**config.mk**
```make
export PLATFORM = sky130hd
export DESIGN_NAME = rhht_ctrl
export DESIGN_NICKNAME = d
export VERILOG_FILES = /design/src/rtl/rhht_pkg.sv /design/src/rtl/rhht_ctrl.sv
export SDC_FILE = /design/constraint.sdc
export NUM_CORES = 1
export LEC_CHECK = 0
export ABC_AREA = 1
export BUFFER_PORTS_ARGS = -buffer_cell sky130_fd_sc_hd__buf_2
export CAP_MARGIN = 20
export CORE_ASPECT_RATIO = 0.9
export CORE_MARGIN = 3
export CORE_UTILIZATION = 53
export DETAILED_ROUTE_END_ITERATION = 7
export HOLD_SLACK_MARGIN = 0.06
export PLACE_DENSITY = 0.83
export SETUP_SLACK_MARGIN = 0.1
export SLEW_MARGIN = 30
export SYNTH_ARGS = -nofsm -noshare
export SYNTH_HDL_FRONTEND = slang
export SYNTH_SLANG_ARGS = --single-unit
```
**constraint.sdc**
```tcl
create_clock -name clk -period 2.3 [get_ports clk]
set_clock_uncertainty 0.05 [all_clocks]
set_input_delay 0.23 -clock clk [delete_from_list [all_inputs] [get_ports clk]]
set_output_delay 0.23 -clock clk [all_outputs]
set_load 0.03 [all_outputs]
```
**src/rtl/rhht_pkg.sv**
```systemverilog
`timescale 1ns / 1ps
// shared types and codes for the robin hood hash table unit
// used by the controller, the datapath and the top level
package rhht_pkg;

  localparam int KEY_W   = 32;
  localparam int VAL_W   = 32;
  localparam int CNT_W   = 11;
  localparam int LIM_W   = 10;
  localparam logic [LIM_W-1:0] LIMIT_RESET = 10'd921;

  localparam logic [1:0] CMD_INSERT = 2'd0;
  localparam logic [1:0] CMD_LOOKUP = 2'd1;
  localparam logic [1:0] CMD_REMOVE = 2'd2;
  localparam logic [1:0] CMD_NOP    = 2'd3;

  localparam logic [1:0] ST_OK   = 2'd0;
  localparam logic [1:0] ST_MISS = 2'd1;
  localparam logic [1:0] ST_FULL = 2'd2;
  localparam logic [1:0] ST_KEY0 = 2'd3;

  typedef enum logic [10:0] {
    S_CLEAR = 11'b00000000001,
    S_IDLE  = 11'b00000000010,
    S_START = 11'b00000000100,
    S_FRD   = 11'b00000001000,
    S_FCHK  = 11'b00000010000,
    S_IRD   = 11'b00000100000,
    S_ICHK  = 11'b00001000000,
    S_ERD   = 11'b00010000000,
    S_ECHK  = 11'b00100000000,
    S_EZERO = 11'b01000000000,
    S_RESP  = 11'b10000000000
  } state_t;

  // controller to datapath
  typedef struct packed {
    logic       clr;
    logic       accept;
    logic       wr_carry;
    logic       swap;
    logic       step;
    logic       er_start;
    logic       wr_shift;
    logic       wr_zero;
    logic       fin;
    logic [1:0] fin_status;
    logic       fin_found;
    logic       fin_hit;
    logic       cnt_inc;
    logic       cnt_dec;
    logic       push;
  } ctrl_cmd_t;

  // datapath to controller
  typedef struct packed {
    logic       clr_last;
    logic [1:0] cmd;
    logic       key_zero;
    logic       full;
    logic       cur_zero;
    logic       cur_match;
    logic       dist_gt;
    logic       d_lt;
    logic       d_zero;
    logic       n_last;
    logic       out_free;
  } ctrl_sts_t;

endpackage

```
**src/rtl/rhht_ctrl.sv**
```systemverilog
`timescale 1ns / 1ps
// sequencer for clear, insert, lookup and backward-shift remove
// depends on rhht_pkg
module rhht_ctrl import rhht_pkg::*; (
  input  logic      clk,
  input  logic      rst,
  input  logic      s_tvalid,
  output logic      s_tready,
  input  ctrl_sts_t sts,
  output ctrl_cmd_t cmd
);

  state_t state, state_next;

  assign s_tready = (state == S_IDLE);

  always_ff @(posedge clk) begin
    if (rst) state <= S_CLEAR;
    else     state <= state_next;
  end

  always_comb begin
    state_next = state;
    cmd = '0;
    unique case (state)
      S_CLEAR: begin
        cmd.clr = 1'b1;
        if (sts.clr_last) state_next = S_IDLE;
      end
      S_IDLE: begin
        if (s_tvalid) begin
          cmd.accept = 1'b1;
          state_next = S_START;
        end
      end
      S_START: begin
        if (sts.cmd == CMD_NOP) begin
          cmd.fin = 1'b1;
          cmd.fin_status = ST_OK;
          state_next = S_RESP;
        end else if (sts.key_zero) begin
          cmd.fin = 1'b1;
          cmd.fin_status = ST_KEY0;
          state_next = S_RESP;
        end else if (sts.cmd == CMD_INSERT) begin
          if (sts.full) begin
            cmd.fin = 1'b1;
            cmd.fin_status = ST_FULL;
            state_next = S_RESP;
          end else begin
            state_next = S_IRD;
          end
        end else begin
          state_next = S_FRD;
        end
      end
      S_FRD: state_next = S_FCHK;
      S_FCHK: begin
        if (sts.cur_match) begin
          if (sts.cmd == CMD_LOOKUP) begin
            cmd.fin = 1'b1;
            cmd.fin_status = ST_OK;
            cmd.fin_found = 1'b1;
            cmd.fin_hit = 1'b1;
            state_next = S_RESP;
          end else begin
            cmd.er_start = 1'b1;
            state_next = S_ERD;
          end
        end else if (sts.cur_zero || sts.dist_gt || sts.n_last) begin
          cmd.fin = 1'b1;
          cmd.fin_status = ST_MISS;
          state_next = S_RESP;
        end else begin
          cmd.step = 1'b1;
          state_next = S_FRD;
        end
      end
      S_IRD: state_next = S_ICHK;
      S_ICHK: begin
        if (sts.cur_zero) begin
          cmd.wr_carry = 1'b1;
          cmd.fin = 1'b1;
          cmd.fin_status = ST_OK;
          cmd.cnt_inc = 1'b1;
          state_next = S_RESP;
        end else begin
          // displace a resident that sits nearer its home
          if (sts.d_lt) begin
            cmd.wr_carry = 1'b1;
            cmd.swap = 1'b1;
          end
          if (sts.n_last) begin
            cmd.fin = 1'b1;
            cmd.fin_status = ST_OK;
            cmd.cnt_inc = 1'b1;
            state_next = S_RESP;
          end else begin
            cmd.step = 1'b1;
            state_next = S_IRD;
          end
        end
      end
      S_ERD: state_next = S_ECHK;
      S_ECHK: begin
        if (sts.cur_zero || sts.d_zero) begin
          cmd.wr_zero = 1'b1;
          cmd.fin = 1'b1;
          cmd.fin_status = ST_OK;
          cmd.fin_found = 1'b1;
          cmd.cnt_dec = 1'b1;
          state_next = S_RESP;
        end else begin
          cmd.wr_shift = 1'b1;
          cmd.step = 1'b1;
          state_next = sts.n_last ? S_EZERO : S_ERD;
        end
      end
      S_EZERO: begin
        cmd.wr_zero = 1'b1;
        cmd.fin = 1'b1;
        cmd.fin_status = ST_OK;
        cmd.fin_found = 1'b1;
        cmd.cnt_dec = 1'b1;
        state_next = S_RESP;
      end
      S_RESP: begin
        if (sts.out_free) begin
          cmd.push = 1'b1;
          state_next = S_IDLE;
        end
      end
      default: state_next = S_CLEAR;
    endcase
  end

endmodule

```
# Word-level counts from Yosys, hierarchy flattened
# Cells that the tools add are included.
# op_classes
reduce_logical,5
n_eq_ne,16
n_mux,53
# op_table
op,n
11-bit two-way mux,13
11-bit one-hot mux with 11 select lines,1
3-bit two-way mux,8
1-bit two-way mux,19
3-bit one-hot mux with 5 select lines,1
"11-bit by 1-bit equality test with 1-bit output, second input constant",1
"11-bit by 10-bit equality test with 1-bit output, second input constant",1
"11-bit equality test, second input constant",1
"11-bit by 2-bit equality test with 1-bit output, second input constant",1
"11-bit by 3-bit equality test with 1-bit output, second input constant",1
"11-bit by 4-bit equality test with 1-bit output, second input constant",1
"11-bit by 5-bit equality test with 1-bit output, second input constant",1
"11-bit by 6-bit equality test with 1-bit output, second input constant",1
"11-bit by 7-bit equality test with 1-bit output, second input constant",1
"11-bit by 8-bit equality test with 1-bit output, second input constant",1
"11-bit by 9-bit equality test with 1-bit output, second input constant",1
10-bit two-way mux,1
5-bit two-way mux,2
2-bit two-way mux,4
"2-bit inequality test, second input constant",3
1-bit one-hot mux with 3 select lines,2
1-bit one-hot mux with 2 select lines,2
1-bit logical OR,3
3-bit AND reduction,1
3 further kinds,3
# totals
ff_bits,11
word_cells,75
out_inout_bits,17

# Longest topological paths before layout
# logic_depth
word_depth,5
mapped_depth,9
mapped_depth_nobuf,9

# Worst setup path after synthesis
# No wires, ideal clock.
# synth_path
path_type,flip-flop to output port
start,reg state[8]
end,out cmd[4] (netlist bit)
t_arrival_ps,1767
path_stages_with_launch,7
setup_slack_ps,253
path_buffers,0
cell_sequence,dfxtp_1 -> nor2_4 -> nand2_4 -> nor2_8 -> nand2_4 -> nor4_2 -> or2_1
# synth_rtl
element,line,rtl
"start, declared",rhht_ctrl.sv:13,"state_t state, state_next;"
"start signal, assigned",rhht_ctrl.sv:19,else state <= state_next;
"end, declared",rhht_ctrl.sv:10,output ctrl_cmd_t cmd

==> out/results.ini <==
[cts]
root_buffer = clkbuf_4
insertion_delay_ps = 280
clockBufferDepth = 2
post_cts_resized = 0
cts_tree = yes
ctsHoldBuffers = 0
cts_made_buffers = 3
cts_setup_buffers = 0
htree_levels = 1
path_clk_slew_ps = 70
cts.sink_count = 11

[yosys]
synth_area_per_cell_um2 = 6.09
postSynthCellCount = 154
synth_fp_nets = 169
ys_ff_latch = 11
synth_cell_type_count = 26
syn-cell-area_um2 = 937
synth_area_leaders = dfxtp_1, nand2_1, inv_1
yosysWarningCount = 0
yosysTopAreaCell = dfxtp_1
synth_edf_count = 0
synth_top_area_share = 0.235
synth-seq-area-share = 0.235
synth_ff_type = dfxtp_1
ys_async_sr_fraction = 0
synth_most_common_cell = nand2_1
synth_common_cells = nand2_1, inv_1, nor2_1

[finish]
layout-drive-gt1-share = 0.287
multi_input_area_um2 = 593
largest_reg_flops = 11
area_delta_synth_final_pct = 21.5
top_regs = state: 11 flops
diodes = 0
regMostFlops = state
fillers = 131
fin_area_um2 = 1140
ff_latch_area_um2 = 220
finalNetCount = 204

[floorplan]
die_area_um2 = 2310
core_area_um2 = 1550
num_io_pins = 32
num_rows = 13
dieHeight_um = 45.9
fp.dieW_um = 50.3
start_util = 0.606

[timing]
finalMaxSlewViolations = 0
setup_viol = 0
rsz0062_at_grt = no
tns_ps = 0
final_hold_viol_count = 0
slew_headroom = 0.700
tightest_slew_ps = 448
post-route-min-period_ps = 1960
period_share = 0.852
fmax_mhz = 510

[place]
placed_area_um2 = 1110
port_buffers = 31
place.gp.congestion = 0.823
dpl.hpwl_um = 1960

[route]
dr_wl_met3_um = 126
firstDrtPassIters = 4
post_drt_wl_per_cell_um = 10.9
viasPerCell = 4.90
drcViolationCount = 0
via_count = 1029
wl_met1_um = 1090
drt_wl_total_um = 2290
drt-initial-drc-count = 36
dr_wl_met2_um = 1070
ant_nets = 0
highest_layer = met3

[status]
status = finished clean

[grt]
grt_max_degree = 11
antenna_found_initial = 0
overflow = 0
grt_pass1_vias = 938
grt_pass1_wl_um = 4000
grt_usage = 0.227

[worst_setup_path]
reg2reg_depth = 9
r2r_end = state[5]
end_kind = primary output
required_ps = 2020
worst_setup_path_start_kind = register
path_max_fanout = 6
reg2reg_from = state[0]
path_class = reg2out
rrSetupSlack_ps = 850
cp.arrival_ps = 1680

[run]
drv_cap = 0

[power_and_ir_drop]
p_leak_nw = 0.648
finalPower_uw = 532
cellPowerDensity_nw_per_um2 = 467
peakVddDrop_mv = 0.591

[worst_hold_path]
min_from = rst
min_path_type = in2reg
min_to = state[4]
holdPathStages = 2

per-stage QoR:
step                setup WS (ps)  hold slack [ps]  utilization  std cells
detailed placement            647              414        0.720        206
global placement              661              404        0.720        206
floorplan                     253              258            -        154
finish                        340              127        0.737        210
CTS                           335              122        0.737        210
global route                  159              133        0.737        210
report_power, final:
group | internal, mW | switching, mW
sequential | 0.199 | 0.00573
clock | 0.0673 | 0.0688
combinational | 0.0579 | 0.133
worst max path at each step:
stage              from  endpoint  slack, ps  cells past startpoint
2_1_floorplan  state[8]    cmd[4]        250                      6
3_3_place_gp   state[8]    cmd[6]        660                      7
3_5_place_dp   state[7]    cmd[4]        650                      7
4_1_cts        state[0]    cmd[7]        330                      7
5_1_grt        state[0]    cmd[4]        160                      7
6_report       state[8]    cmd[6]        340                      7
routing by layer:
metal,up-vias,track usage
met5,-,0
met4,0,0.0323
met3,0,0.0590
met2,29,0.391
met1,456,0.293
li1,544,-
logic make-up (layout without fill, tap and decap cells):
family | after synthesis | after routing | synth area share
flip-flops | 11 | 11 | 0.235
buffers and inverters | 32 | 66 | 0.132
AND/OR/NAND/NOR | 99 | 99 | 0.543
AO/OA/AOI/OAI | 12 | 12 | 0.0895
area by class of cell:
type | count | area share
multi-input cells | 111 | 0.521
well taps | 22 | 0.0242
flip-flops and latches | 11 | 0.193
inverters | 31 | 0.102
clock buffers | 4 | 0.0231
repair buffers | 31 | 0.136
cells in the final DEF, fill, tap and decap left out:
cell      count
nor3_2        1
nand2_4       3
o31ai_1       1
nand2_1      33
buf_2        31
nor2_2        2
nand2_2       4
dfxtp_1      11
or2_1         1
o211ai_1      1
nand4_1       4
nor3b_1       1
o22ai_1       1
nor4_2        1
a21oi_2       1
a21boi_0      1
nor3_1        5
a21oi_1       1
nor2_8        2
nor2_1       29
nand3_1      10
inv_1        31
o21ai_2       3
clkbuf_4      3
o21ai_0       3
clkbuf_1      1
nor2_4        2
or2_2         1
worst max-delay path: stages (launching register included):
cell and delay [ps]:
dfxtp_1 350, nor2_4 160, nand2_4 110, nor2_8 150, nand2_2 90, a21oi_2 150, a21boi_0 180, buf_2 220
Power figures use the tool's default switching activity.
